**src/design/pbf_pkg.sv**
```systemverilog
// shared types, constants and sizing for the partitioned bloom filter
package pbf_pkg;

    localparam int MAX_PARTITIONS  = 16;
    localparam int PARTITION_DEPTH = 65536;

    // field widths fixed by the interface
    localparam int NUMP_W  = 5;
    localparam int PBITS_W = 17;
    localparam int LIMIT_W = 21;
    localparam int NEW_W   = 5;
    localparam int HASH_W  = 64;
    localparam int WORD_W  = 32;
    localparam int CFG_IDX_W  = 2;
    localparam int CFG_DATA_W = 21;

    // store organization
    localparam int PART_W   = (MAX_PARTITIONS > 1) ? $clog2(MAX_PARTITIONS) : 1;
    localparam int PCNT_W   = PART_W + 1;
    localparam int IDX_W    = $clog2(PARTITION_DEPTH);
    localparam int SIZE_W   = IDX_W + 1;
    localparam int ROW_BITS = (PARTITION_DEPTH >= 128) ? 64 : PARTITION_DEPTH / 2;
    localparam int OFF_W    = $clog2(ROW_BITS);
    localparam int ROW_W    = PART_W + IDX_W - OFF_W;
    localparam int NUM_ROWS = MAX_PARTITIONS * (PARTITION_DEPTH / ROW_BITS);
    localparam int PROD_W   = WORD_W + SIZE_W;

    localparam logic [LIMIT_W-1:0] COUNT_MAX = '1;

    // configuration register indexes
    localparam logic [CFG_IDX_W-1:0] REG_NUM_PARTITIONS = 2'd0;
    localparam logic [CFG_IDX_W-1:0] REG_PARTITION_BITS = 2'd1;
    localparam logic [CFG_IDX_W-1:0] REG_FILL_LIMIT     = 2'd2;

    localparam logic [NUMP_W-1:0]  RESET_NUM_PARTITIONS = 5'd11;
    localparam logic [PBITS_W-1:0] RESET_PARTITION_BITS = 17'd65536;
    localparam logic [LIMIT_W-1:0] RESET_FILL_LIMIT     = 21'd360448;

    typedef enum logic
    {
        OP_ADD   = 1'b0,
        OP_QUERY = 1'b1
    } op_t;

    // one classified item waiting for the back end
    typedef struct packed
    {
        op_t               op;
        logic [WORD_W-1:0] a;
        logic [WORD_W-1:0] b;
    } cmd_t;

    // effective configuration, already saturated
    typedef struct packed
    {
        logic [PCNT_W-1:0]  parts;
        logic [SIZE_W-1:0]  size;
        logic [LIMIT_W-1:0] limit;
    } cfg_t;

    // one finished result
    typedef struct packed
    {
        logic             hit;
        logic [NEW_W-1:0] new_bits;
        logic             full_res;
    } res_t;

endpackage

```
**src/design/pbf_front.sv**
```systemverilog
// front end: takes items, splits the hash and holds them in a two-entry queue
module pbf_front
    import pbf_pkg::*;
(
    input  logic              clk,
    input  logic              rst_n,
    input  logic              push,
    output logic              full,
    input  logic              op,
    input  logic [HASH_W-1:0] hash_value,
    output logic              cmd_valid,
    input  logic              cmd_pop,
    output cmd_t              cmd
);

    cmd_t       entry_reg [2];
    logic       wr_ptr_reg, wr_ptr_next;
    logic       rd_ptr_reg, rd_ptr_next;
    logic [1:0] count_reg, count_next;
    logic       do_push;
    logic       do_pop;
    cmd_t       cmd_in;

    assign full      = (count_reg == 2'd2);
    assign cmd_valid = (count_reg != 2'd0);
    assign do_push   = push && !full;
    assign do_pop    = cmd_pop && cmd_valid;
    assign cmd       = entry_reg[rd_ptr_reg];

    always_comb
    begin
        cmd_in.op = op_t'(op);
        cmd_in.a  = hash_value[WORD_W-1:0];
        cmd_in.b  = hash_value[HASH_W-1:WORD_W];
    end

    always_comb
    begin
        wr_ptr_next = do_push ? !wr_ptr_reg : wr_ptr_reg;
        rd_ptr_next = do_pop ? !rd_ptr_reg : rd_ptr_reg;
        count_next  = count_reg;
        if (do_push && !do_pop)
        begin
            count_next = count_reg + 2'd1;
        end
        else if (!do_push && do_pop)
        begin
            count_next = count_reg - 2'd1;
        end
    end

    always_ff @(posedge clk or negedge rst_n)
    begin
        if (!rst_n)
        begin
            wr_ptr_reg <= 1'b0;
            rd_ptr_reg <= 1'b0;
            count_reg  <= 2'd0;
        end
        else
        begin
            wr_ptr_reg <= wr_ptr_next;
            rd_ptr_reg <= rd_ptr_next;
            count_reg  <= count_next;
        end
    end

    always_ff @(posedge clk)
    begin
        if (do_push)
        begin
            entry_reg[wr_ptr_reg] <= cmd_in;
        end
    end

endmodule

```
**config.mk**
```make
export PLATFORM = sky130hd
export DESIGN_NAME = pbf_front
export DESIGN_NICKNAME = d
export VERILOG_FILES = /design/src/design/pbf_pkg.sv /design/src/design/pbf_front.sv
export SDC_FILE = /design/constraint.sdc
export NUM_CORES = 1
export LEC_CHECK = 0
export ABC_AREA = 1
export BUFFER_PORTS_ARGS = -buffer_cell sky130_fd_sc_hd__buf_2
export CAP_MARGIN = 0
export CELL_PAD_IN_SITES_DETAIL_PLACEMENT = 1
export CELL_PAD_IN_SITES_GLOBAL_PLACEMENT = 1
export CORE_ASPECT_RATIO = 1.1
export CORE_MARGIN = 5
export CORE_UTILIZATION = 43
export CTS_BUF_LIST = sky130_fd_sc_hd__clkbuf_8
export CTS_CLUSTER_DIAMETER = 150
export DETAILED_ROUTE_END_ITERATION = 7
export PLACE_DENSITY_LB_ADDON = 0.1
export SLEW_MARGIN = 0
export SYNTH_ARGS = -nofsm -noshare
export SYNTH_HDL_FRONTEND = slang
export SYNTH_SLANG_ARGS = --single-unit
export TNS_END_PERCENT = 100
```
**constraint.sdc**
```tcl
create_clock -name clk -period 4.2 [get_ports clk]
set_clock_uncertainty 0.05 [all_clocks]
set_input_delay 0 -clock clk [delete_from_list [all_inputs] [get_ports clk]]
set_output_delay 0 -clock clk [all_outputs]
set_load 0.02 [all_outputs]
```
# Word level (Yosys, flattened, before mapping)
# Memories as Yosys holds them, arrays and structs flattened.
# Cells that the tools add are included.
# classes
multipliers	0
div_mod_pow	0
shift	0
reduce_logical	11
n_mux	4
n_eq_ne	1
order_cmp	0
n_addsub	2
n_bitwise	0
# op_table
operator	count
1-bit zero test	5
1-bit logical AND	4
2-bit 2-to-1 mux	2
2-bit nonzero test	2
2-bit by 1-bit adder with 2-bit output (second input constant)	1
2-bit equality test (second input constant)	1
1-bit 2-to-1 mux	2
2-bit by 1-bit subtractor with 2-bit output (second input constant)	1
# totals
latchBits	0
in_bits	69
mem_bits_rw	130
mem_count	1
rom_bits	0
wordCells	22
output_inout_bits	67
reg_bits	4
# memory_table
memory	words	width	rd	rd_clocked_by_memory_dff	write_ports	line	rtl
entry_reg	2	65	1	0	1	pbf_front.sv:16	cmd_t entry_reg [2];

# Depth between registers and ports, before layout
# Gate-level depths: netlist (run 1).
# depth
ltp_word	7
ltp_mapped	9
depth_no_buf	9

# Least setup slack after synthesis (run 1)
# Ideal clock, no wire load.
# synth_path
path_type	reg2reg
startpoint	register count_reg[1]
endpoint	memory entry_reg[1][0] in the netlist's numbering (enable)
path_slack_ps	387
required_ps	3662
arrival_ps	3275
period_less_slack_ps	3813
n_path_buf	0
stages_incl_launch_ff	4
setup_ps	488
cell_sequence	dfrtp_1 -> inv_1 -> o21ai_0 -> nor2_1
# synth_via
elab_chain_len	5
# synth_lines
element	line	rtl
start, declared	pbf_front.sv:19	logic [1:0] count_reg, count_next;
start signal, assigned	pbf_front.sv:64	count_reg <= count_next;
2-bit equality test	pbf_front.sv:24	assign full = (count_reg == 2'd2);
1-bit zero test	pbf_front.sv:26	assign do_push = push && !full;
1-bit logical AND	pbf_front.sv:26	
1-bit 2-to-1 mux	pbf_front.sv:70	if (do_push)
1-bit 2-to-1 mux (not written as such)	pbf_front.sv:72	entry_reg[wr_ptr_reg] <= cmd_in;
end, declared	pbf_front.sv:16	
# No other way between the ends.

# Worst setup path in the final report (run 1)
# layout_path
startpoint	register count_reg[1]
endpoint	memory entry_reg[1][9] in the netlist's numbering (enable)
# Same word-level chain as after synthesis.

==> tab_implementation.tex, run 1 <==
\begin{tabular}{lr}
\hline
Metric & Value \\
\hline
\multicolumn{2}{l}{\textbf{Pwr}} \\
\quad PD cells & 681 nW/µm² \\
\quad Peak ir drop on the vdd network & 0.325 mV \\
\quad Leakage power of the design & 0.00298 µW \\
\multicolumn{2}{l}{\textbf{STA}} \\
\quad Final worst path period share & 53.9\% \\
\quad Count of endpoints failing setup in the final report & 0 \\
\quad Headroom to the max-slew limit & 37.4\% \\
\quad Setup repair after global routing missed its margin & no \\
\quad Crit path time final & 2.27 ns \\
\quad Final count of hold timing violations & 0 \\
\quad Pins over their slew limit & 0 \\
\quad Final sum of negative setup slack & 0 ns \\
\quad Achievable frequency & 441 MHz \\
\quad Worst hold slack & 0.241 ns \\
\quad Worst slew pin tran & 0.937 ns \\
\multicolumn{2}{l}{\textbf{Critical path}} \\
\quad FF-to-FF setup slack & 1.93 ns \\
\quad Worst r2r src & count\_reg[1] \\
\quad Data arrival time of the worst path & 2.33 ns \\
\quad Startpoint types & flip-flop \\
\quad Maximum fanout along the worst path & 31 \\
\quad Launch point of the critical path & count\_reg[1] \\
\quad Start-to-end type of the worst setup path & flip-flop to flip-flop \\
\quad Data required time of the worst path & 4.26 ns \\
\quad Endpoint type of the worst setup path & flip-flop \\
\multicolumn{2}{l}{\textbf{Synthesis}} \\
\quad Mean Syn Cell Area & 13.3 µm² \\
\quad Post-synth design cell area & 4940 µm² \\
\quad Yosys reg bits & 134 \\
\quad Post-Syn Instances & 371 \\
\quad Top-area cell type share of the netlist area & 79.0\% \\
\quad Cell type with the highest aggregate area in the netlist & sky130\_fd\_sc\_hd\_\_edfxtp\_1 \\
\quad Yosys warning total & 0 \\
\quad Sequential cell area fraction in the yosys report & 81.0\% \\
\quad Synthesized Nets & 441 \\
\quad Synth cell types & 13 \\
\quad Synth area leaders & sky130\_fd\_sc\_hd\_\_edfxtp\_1, sky130\_fd\_sc\_hd\_\_nand2\_1, sky130\_fd\_sc\_hd\_\_dfrtp\_1 \\
\multicolumn{2}{l}{\textbf{Clock tree}} \\
\quad Hold-fix buffers, CTS & 69 \\
\quad Clk sinks & 134 \\
\quad CTS H-Tree Depth & 4 \\
\quad Clock tree from TritonCTS & yes \\
\quad Count of instances resized after the clock tree is built & 0 \\
\quad Reg clk slew, reported paths & 0.08 ns \\
\quad Clock root buffer & sky130\_fd\_sc\_hd\_\_clkbuf\_8 \\
\quad CTS buffer count & 17 \\
\quad Clock latency at the later pin of the worst-skew pair & 0.43 ns \\
\quad Buffers inserted by post-CTS timing repair & 0 \\
\quad Buffer levels on the longest clock path & 2 \\
\multicolumn{2}{l}{\textbf{Floorplan}} \\
\quad Die X & 112 µm \\
\quad IO Pins & 136 \\
\quad Chip Height & 122 µm \\
\quad Core box area & 11400 µm² \\
\quad Full die area & 13700 µm² \\
\quad Initial Utilization & 43.4\% \\
\quad Row Count & 41 \\
\multicolumn{2}{l}{\textbf{Finish}} \\
\quad Synth-to-layout area growth & 38.9\% \\
\quad Final \#Nets & 656 \\
\quad Highest-count cells in the layout ignoring fill and taps & sky130\_fd\_sc\_hd\_\_nand2\_1, sky130\_fd\_sc\_hd\_\_buf\_2, sky130\_fd\_sc\_hd\_\_edfxtp\_1, sky130\_fd\_sc\_hd\_\_dlygate4sd3\_1, sky130\_fd\_sc\_hd\_\_clkbuf\_8 \\
\quad Flip-flop count of the largest register, all copies and words added & 130 \\
\quad Proportion of layout cells with a drive suffix above 1 & 29.4\% \\
\quad Leading cell type in the layout, fill and taps excluded & sky130\_fd\_sc\_hd\_\_nand2\_1 \\
\quad Number of diodes & 0 \\
\multicolumn{2}{l}{\textbf{Route}} \\
\quad Total Wirelength & 12100 µm \\
\quad 1st-iter DRT viols & 120 \\
\quad Routed via count & 3436 \\
\quad Antenna viol nets, final & 0 \\
\quad Wire length per cell after detailed routing & 16.1 µm \\
\quad Post-detailed-route via-to-cell ratio & 4.59 \\
\quad Detailed Routing Iterations Pass 1 & 4 \\
\quad Number of design rule violations left after detail routing & 0 \\
\multicolumn{2}{l}{\textbf{GRT}} \\
\quad GRT Util Overall & 17.7\% \\
\quad Initial antenna violation count & 0 \\
\quad Wire length of the first global-routing pass & 18400 µm \\
\quad Pin count of the biggest net entering global routing & 67 \\
\quad Via count of the first global-routing pass & 3731 \\
\quad Congestion Overflow GR & 0 \\
\multicolumn{2}{l}{\textbf{Place}} \\
\quad Placer congestion estimate & 0.796 \\
\quad Count of buffers from port buffering & 135 \\
\quad Detailed Place HPWL & 7200 µm \\
\multicolumn{2}{l}{\textbf{Hold path}} \\
\quad Worst min path class & primary input to flip-flop \\
\quad Worst hold path startpoint & hash\_value[55] \\
\multicolumn{2}{l}{\textbf{Run}} \\
\quad Max-cap viol count & 0 \\
\multicolumn{2}{l}{\textbf{Run status}} \\
\quad Outcome & completed \\
\hline
\end{tabular}
-- final timing paths --
check,to,depth (start not counted)
worst min register to register,count_reg[1],2
max in group asynchronous,rd_ptr_reg,3
worst min-delay path,entry_reg[0][23],2
min in group asynchronous,count_reg[0],3
worst max register to register,entry_reg[1][9],4
worst max-delay path,entry_reg[1][9],4
-- power breakdown --
| part | internal, µW | leakage, µW | switching [µW] |
|---|---|---|---|
| combinational | 487 | 0.00153 | 1220 |
| clock | 578 | 0.000194 | 484 |
| sequential | 1820 | 0.00126 | 78.0 |
-- cell families (layout without fill, tap and decap cells) --
family | after synthesis | in the layout | synth area share (%)
flip-flops | 134 | 134 | 81.0
AND/OR/NAND/NOR | 212 | 212 | 16.2
XOR/XNOR | 1 | 1 | 0.177
AO/OA/AOI/OAI | 1 | 1 | 0.101
buffers and inverters | 22 | 250 | 2.28
adder cells (fa/ha/maj) | 1 | 1 | 0.253
-- synthesized netlist by cell type --
master                     number
sky130_fd_sc_hd__nand4_1        1
sky130_fd_sc_hd__edfxtp_1     130
sky130_fd_sc_hd__ha_1           1
sky130_fd_sc_hd__inv_1          7
sky130_fd_sc_hd__buf_4          5
sky130_fd_sc_hd__nor2_1         3
sky130_fd_sc_hd__buf_2          9
sky130_fd_sc_hd__nand2_1      206
sky130_fd_sc_hd__xnor2_1        1
sky130_fd_sc_hd__nand3_1        2
sky130_fd_sc_hd__o21ai_0        1
sky130_fd_sc_hd__dfrtp_1        4
sky130_fd_sc_hd__inv_2          1
-- layer usage --
metal / vias to the layer above / GRT usage, % / wire length (µm) / part of all wire [%]
met5: - / 0 / 0 / 0
met4: 0 / 6.24 / 122 / 1.0
met3: 8 / 5.97 / 647 / 5.4
met2: 108 / 32.2 / 6590 / 55
met1: 1648 / 19.4 / 4700 / 39
li1: 1672 / - / - / -
-- critical path: stages, from the launching register on --
cell	delay, ns
sky130_fd_sc_hd__dfrtp_1	0.38
sky130_fd_sc_hd__inv_1	0.13
sky130_fd_sc_hd__o21ai_0	0.20
sky130_fd_sc_hd__nor2_4	0.77
sky130_fd_sc_hd__buf_4	0.42
-- final cells by class --
class / instances / area, µm²
fillers: 1198 / 4520
flip-flops and latches: 134 / 4010
repair buffers: 210 / 1410
multi-input cells: 215 / 835
clock buffers: 17 / 234
well taps: 150 / 188
clock inverters: 15 / 163
inverters: 8 / 30.0
-- metrics by stage --
stage          worst slack [ns]  utilization [%]  area, µm²  power (µW)  cells
3_5_place_dp               1.89             50.7       5780        3610    648
2_1_floorplan             0.387                -       4940        3020    371
6_report                   1.93             60.3       6870        4670    749
5_1_grt                    1.76             60.3       6870        4950    749
4_1_cts                    1.88             60.3       6870        4730    749
3_3_place_gp               1.99             50.7       5780        3570    648
Note: power is estimated with default switching activity, not from simulation.
==> run 2, diff against run 1 <==
==> constraint.sdc (replaced) <==
create_clock -name clk -period 2.2 [get_ports clk]
set_clock_uncertainty 0.05 [all_clocks]
set_input_delay 0 -clock clk [delete_from_list [all_inputs] [get_ports clk]]
set_output_delay 0 -clock clk [all_outputs]
set_load 0.02 [all_outputs]
==> tab_implementation.tex, run 2 (synthesized netlist as in run 1, its figures left out) <==
\begin{tabular}{lr}
\hline
Metric & Value \\
\hline
\multicolumn{2}{l}{\textbf{Floorplan}} \\
\quad Chip Height & 122 µm \\
\quad Row Count & 41 \\
\quad Initial Utilization & 43.4\% \\
\quad Full die area & 13700 µm² \\
\quad Die X & 112 µm \\
\quad IO Pins & 136 \\
\quad Core box area & 11400 µm² \\
\multicolumn{2}{l}{\textbf{Critical path}} \\
\quad Endpoint type of the worst setup path & output port \\
\quad Start-to-end type of the worst setup path & flip-flop to output port \\
\quad Data required time of the worst path & 2.15 ns \\
\quad Maximum fanout along the worst path & 36 \\
\quad Startpoint types & flip-flop \\
\quad Data arrival time of the worst path & 1.83 ns \\
\multicolumn{2}{l}{\textbf{GRT}} \\
\quad Congestion Overflow GR & 0 \\
\quad Via count of the first global-routing pass & 3745 \\
\quad Initial antenna violation count & 0 \\
\quad GRT Util Overall & 17.4\% \\
\quad Wire length of the first global-routing pass & 18200 µm \\
\quad Pin count of the biggest net entering global routing & 42 \\
\multicolumn{2}{l}{\textbf{Finish}} \\
\quad Fillcell total & 1195 \\
\quad Flip-flop count of the largest register, all copies and words added & 130 \\
\quad Leading cell type in the layout, fill and taps excluded & sky130\_fd\_sc\_hd\_\_nand2\_1 \\
\quad Number of diodes & 0 \\
\quad Synth-to-layout area growth & 39.1\% \\
\quad Proportion of layout cells with a drive suffix above 1 & 28.8\% \\
\quad Final \#Nets & 658 \\
\quad Highest-count cells in the layout ignoring fill and taps & sky130\_fd\_sc\_hd\_\_nand2\_1, sky130\_fd\_sc\_hd\_\_buf\_2, sky130\_fd\_sc\_hd\_\_edfxtp\_1, sky130\_fd\_sc\_hd\_\_dlygate4sd3\_1, sky130\_fd\_sc\_hd\_\_clkbuf\_8 \\
\multicolumn{2}{l}{\textbf{STA}} \\
\quad Headroom to the max-slew limit & 70.1\% \\
\quad Final count of hold timing violations & 0 \\
\quad Worst setup margin & 0.321 ns \\
\quad Setup repair after global routing missed its margin & no \\
\quad Count of endpoints failing setup in the final report & 0 \\
\quad Crit path time final & 1.88 ns \\
\quad Achievable frequency & 532 MHz \\
\quad Final sum of negative setup slack & 0 ns \\
\quad Final worst path period share & 85.4\% \\
\quad Pins over their slew limit & 0 \\
\quad Worst slew pin tran & 0.444 ns \\
\multicolumn{2}{l}{\textbf{Run status}} \\
\quad Outcome & completed \\
\multicolumn{2}{l}{\textbf{Route}} \\
\quad 1st-iter DRT viols & 147 \\
\quad Wire length per cell after detailed routing & 15.6 µm \\
\quad Antenna viol nets, final & 0 \\
\quad Number of design rule violations left after detail routing & 0 \\
\quad Routed via count & 3468 \\
\quad Total Wirelength & 11700 µm \\
\quad Post-detailed-route via-to-cell ratio & 4.62 \\
\quad Detailed Routing Iterations Pass 1 & 4 \\
\multicolumn{2}{l}{\textbf{Clock tree}} \\
\quad Hold-fix buffers, CTS & 69 \\
\quad Buffer levels on the longest clock path & 2 \\
\quad CTS H-Tree Depth & 4 \\
\quad Clk sinks & 134 \\
\quad Clock tree from TritonCTS & yes \\
\quad Clock latency at the later pin of the worst-skew pair & 0.42 ns \\
\quad Count of instances resized after the clock tree is built & 0 \\
\quad Clock root buffer & sky130\_fd\_sc\_hd\_\_clkbuf\_8 \\
\quad Reg clk slew, reported paths & 0.07 ns \\
\quad CTS buffer count & 17 \\
\quad Buffers inserted by post-CTS timing repair & 0 \\
\multicolumn{2}{l}{\textbf{Place}} \\
\quad Count of buffers from port buffering & 135 \\
\quad Placer congestion estimate & 0.727 \\
\quad Setup WS pre-CTS & 0.540 ns \\
\quad Detailed Place HPWL & 7330 µm \\
\multicolumn{2}{l}{\textbf{Pwr}} \\
\quad PD cells & 1280 nW/µm² \\
\quad Leakage power of the design & 0.00298 µW \\
\quad Peak ir drop on the vdd network & 0.570 mV \\
\multicolumn{2}{l}{\textbf{Hold path}} \\
\quad Worst min path class & primary input to flip-flop \\
\multicolumn{2}{l}{\textbf{Run}} \\
\quad Max-cap viol count & 0 \\
\hline
\end{tabular}
## run 2: cell types whose count changed in the layout (fill, tap and decap cells not counted), sizes merged
cell,previous run,this run
buf,141,143
bufinv,3,2
clkinv,8,6
inv,8,11
## run 2: power by group
group | switching (µW) | internal, µW
logic | 2280 | 984
clock network | 867 | 969
registers | 206 | 3480
## run 2: through the flow
stage	instance area, µm²	power, µW	util, %	hold slack (ns)	cells
after floorplan	4960	5770	-	-0.346	371
after global placement	5830	6900	51.2	-0.233	650
after detailed placement	5830	6980	51.2	-0.231	650
after CTS	6880	8920	60.4	0.215	751
after global routing	6880	9350	60.4	0.217	751
final	6880	8780	60.4	0.245	751
## run 2: worst max-delay path: stages (launching register included)
cell and delay (ns):
sky130_fd_sc_hd__dfrtp_2 0.57, sky130_fd_sc_hd__inv_2 0.11, sky130_fd_sc_hd__buf_4 0.36, sky130_fd_sc_hd__nand2_1 0.10, sky130_fd_sc_hd__nand2_1 0.09, sky130_fd_sc_hd__buf_2 0.17
## run 2: cell type report
type,count,area [µm²],area share [%]
Timing Repair Buffer,212,1450,21.1
Sequential cell,134,4010,58.2
Inverter,8,33.8,0.491
Multi-Input combinational cell,215,842,12.2
Clock inverter,15,124,1.80
Clock buffer,17,234,3.40
Tap cell,150,188,2.73
## run 2: per-layer routing
layer	up-vias	track usage [%]	share of wire (%)
met4	0	5.63	1.2
met3	14	5.52	5.4
li1	1677	-	-
met5	-	0	0
met2	96	32.0	54
met1	1681	19.0	39
## run 2: path summary, 6_finish.rpt
check | startpoint | endpoint | slack (ns) | depth (start not counted)
setup reg to reg | count_reg[1] | entry_reg[1][61] | 0.55 | 4
setup / recovery | rd_ptr_reg | cmd[44] | 0.32 | 5
hold reg to reg | wr_ptr_reg | wr_ptr_reg | 0.43 | 2
min in group asynchronous | rst_n | count_reg[1] | 0.43 | 3
max in group asynchronous | rst_n | rd_ptr_reg | 1.47 | 3
hold / removal | hash_value[6] | entry_reg[0][38] | 0.25 | 2
==> run 3, diff against run 2 <==
--- a/config.mk
+++ b/config.mk
@@ -11,7 +11,7 @@
 export CELL_PAD_IN_SITES_DETAIL_PLACEMENT = 1
 export CELL_PAD_IN_SITES_GLOBAL_PLACEMENT = 1
 export CORE_ASPECT_RATIO = 1.1
-export CORE_MARGIN = 5
+export CORE_MARGIN = 3
 export CORE_UTILIZATION = 43
 export CTS_BUF_LIST = sky130_fd_sc_hd__clkbuf_8
 export CTS_CLUSTER_DIAMETER = 150
==> tab_implementation.tex, run 3 (synthesized netlist as in run 1, its figures left out) <==
\begin{tabular}{lr}
\hline
Metric & Value \\
\hline
\multicolumn{2}{l}{\textbf{Critical path}} \\
\quad Startpoint types & flip-flop \\
\quad Crit path capture & cmd[37] \\
\quad Endpoint type of the worst setup path & output port \\
\quad Length in cells of the worst reg-to-reg path & 6 \\
\quad Maximum fanout along the worst path & 32 \\
\quad Start-to-end type of the worst setup path & flip-flop to output port \\
\quad Data required time of the worst path & 2.15 ns \\
\quad Data arrival time of the worst path & 1.80 ns \\
\quad Reg-to-reg critical path endpoint & entry\_reg[0][24] \\
\quad Worst r2r src & count\_reg[1] \\
\quad Launch point of the critical path & rd\_ptr\_reg \\
\quad FF-to-FF setup slack & 0.60 ns \\
\multicolumn{2}{l}{\textbf{Floorplan}} \\
\quad Row Count & 40 \\
\quad IO Pins & 136 \\
\quad Chip Height & 118 µm \\
\quad Full die area & 12800 µm² \\
\quad Core box area & 11100 µm² \\
\quad Die X & 108 µm \\
\quad Initial Utilization & 44.7\% \\
\multicolumn{2}{l}{\textbf{GRT}} \\
\quad Via count of the first global-routing pass & 3939 \\
\quad Wire length of the first global-routing pass & 19200 µm \\
\quad Congestion Overflow GR & 0 \\
\quad Pin count of the biggest net entering global routing & 49 \\
\quad GRT Util Overall & 20.0\% \\
\quad Initial antenna violation count & 0 \\
\multicolumn{2}{l}{\textbf{Route}} \\
\quad 1st-iter DRT viols & 145 \\
\quad Routed via count & 3551 \\
\quad Number of design rule violations left after detail routing & 0 \\
\quad Total Wirelength & 12100 µm \\
\quad Wire length per cell after detailed routing & 16.2 µm \\
\quad Detailed Routing Iterations Pass 1 & 4 \\
\quad Antenna viol nets, final & 0 \\
\quad Post-detailed-route via-to-cell ratio & 4.75 \\
\multicolumn{2}{l}{\textbf{Clock tree}} \\
\quad Hold-fix buffers, CTS & 69 \\
\quad Buffers inserted by post-CTS timing repair & 0 \\
\quad CTS buffer count & 17 \\
\quad Clock latency at the later pin of the worst-skew pair & 0.43 ns \\
\quad Clk sinks & 134 \\
\quad Reg clk slew, reported paths & 0.07 ns \\
\quad Count of instances resized after the clock tree is built & 0 \\
\quad Clock tree from TritonCTS & yes \\
\quad Buffer levels on the longest clock path & 2 \\
\quad Clock root buffer & sky130\_fd\_sc\_hd\_\_clkbuf\_8 \\
\quad CTS H-Tree Depth & 4 \\
\multicolumn{2}{l}{\textbf{Pwr}} \\
\quad Cell internal pwr & 5240 µW \\
\quad Peak ir drop on the vdd network & 0.657 mV \\
\quad Clock power share & 20.0\% \\
\quad Switching fraction of total power & 40.1\% \\
\quad PD cells & 1280 nW/µm² \\
\quad Portion of total power attributed to sequential cells & 41.9\% \\
\quad Net Switching & 3510 µW \\
\quad Leakage power of the design & 0.00296 µW \\
\quad Combinational group share of total power & 38.1\% \\
\multicolumn{2}{l}{\textbf{Place}} \\
\quad Number of placed instances with taps included & 647 \\
\quad Detailed Place HPWL & 7230 µm \\
\quad Count of buffers from port buffering & 135 \\
\quad Placer congestion estimate & 0.754 \\
\multicolumn{2}{l}{\textbf{Run}} \\
\quad Max-cap viol count & 0 \\
\multicolumn{2}{l}{\textbf{Finish}} \\
\quad Highest-count cells in the layout ignoring fill and taps & sky130\_fd\_sc\_hd\_\_nand2\_1, sky130\_fd\_sc\_hd\_\_buf\_2, sky130\_fd\_sc\_hd\_\_edfxtp\_1, sky130\_fd\_sc\_hd\_\_dlygate4sd3\_1, sky130\_fd\_sc\_hd\_\_clkbuf\_8 \\
\quad Final instance count without filler cells & 748 \\
\quad Proportion of layout cells with a drive suffix above 1 & 29.8\% \\
\quad Flip-flop count of the largest register, all copies and words added & 130 \\
\quad Storage element area & 4010 µm² \\
\quad Synth-to-layout area growth & 38.7\% \\
\quad Fillcell total & 1129 \\
\quad Number of diodes & 0 \\
\quad Final \#Nets & 658 \\
\quad Leading cell type in the layout, fill and taps excluded & sky130\_fd\_sc\_hd\_\_nand2\_1 \\
\quad Area used by multi-input combinational logic & 842 µm² \\
\multicolumn{2}{l}{\textbf{STA}} \\
\quad Achievable frequency & 540 MHz \\
\quad Worst slew pin tran & 0.458 ns \\
\quad Final sum of negative setup slack & 0 ns \\
\quad Final count of hold timing violations & 0 \\
\quad Setup repair after global routing missed its margin & no \\
\quad Pins over their slew limit & 0 \\
\quad Count of endpoints failing setup in the final report & 0 \\
\quad Final worst path period share & 84.2\% \\
\quad Crit path time final & 1.85 ns \\
\quad Headroom to the max-slew limit & 69.1\% \\
\multicolumn{2}{l}{\textbf{Hold path}} \\
\quad Worst min path class & primary input to flip-flop \\
\quad Hold Crit Depth & 2 \\
\multicolumn{2}{l}{\textbf{Run status}} \\
\quad Outcome & completed \\
\hline
\end{tabular}
==> run 3: layout make-up <==
class / count / area share, %
Multi-Input combinational cell: 215 / 12.3
Clock inverter: 15 / 1.59
Clock buffer: 17 / 3.41
Sequential cell: 134 / 58.4
Tap cell: 147 / 2.68
Inverter: 8 / 0.493
Timing Repair Buffer: 212 / 21.2
==> run 3: metal layers <==
| layer | up-vias | global-route usage (%) | part of all wire, % |
|---|---|---|---|
| met5 | - | 0 | 0 |
| met4 | 0 | 8.21 | 1.4 |
| met3 | 11 | 5.08 | 4.7 |
| met2 | 101 | 36.6 | 55 |
| met1 | 1759 | 21.7 | 39 |
| li1 | 1680 | - | - |
==> run 3: worst min path at each step <==
stage | from | to | slack [ns]
after floorplan | rst_n | count_reg[0] | -0.35
after global placement | rst_n | count_reg[0] | -0.24
after detailed placement | rst_n | count_reg[0] | -0.23
after CTS | hash_value[62] | entry_reg[1][30] | 0.20
after global routing | hash_value[18] | entry_reg[0][50] | 0.21
final | hash_value[18] | entry_reg[1][50] | 0.25
==> run 3: power by group through the flow <==
| stage | clock network, µW | logic [µW] | registers [µW] |
|---|---|---|---|
| after floorplan | 0 | 2110 | 3660 |
| final | 1750 | 3330 | 3660 |
| after detailed placement | 0 | 3260 | 3720 |
| after global placement | 0 | 3180 | 3680 |
| after CTS | 1800 | 3370 | 3660 |
| after global routing | 1930 | 3660 | 3710 |
==> run 3: per-stage QoR <==
step / power (µW) / util, % / instance area [µm²] / hold WS, ns / setup slack, ns
floorplan: 5770 / - / 4960 / -0.346 / 0.0163
CTS: 8830 / 62.0 / 6860 / 0.199 / 0.323
finish: 8750 / 62.0 / 6860 / 0.245 / 0.348
global placement: 6860 / 52.7 / 5830 / -0.235 / 0.653
global route: 9300 / 62.0 / 6860 / 0.211 / 0.206
detailed placement: 6980 / 52.7 / 5830 / -0.234 / 0.584
==> run 3: worst max-delay path, cell delays in order, from the launching register on <==
cell	delay (ns)
sky130_fd_sc_hd__dfrtp_2	0.51
sky130_fd_sc_hd__inv_2	0.09
sky130_fd_sc_hd__buf_4	0.34
sky130_fd_sc_hd__nand2_1	0.11
sky130_fd_sc_hd__nand2_1	0.13
sky130_fd_sc_hd__buf_2	0.18
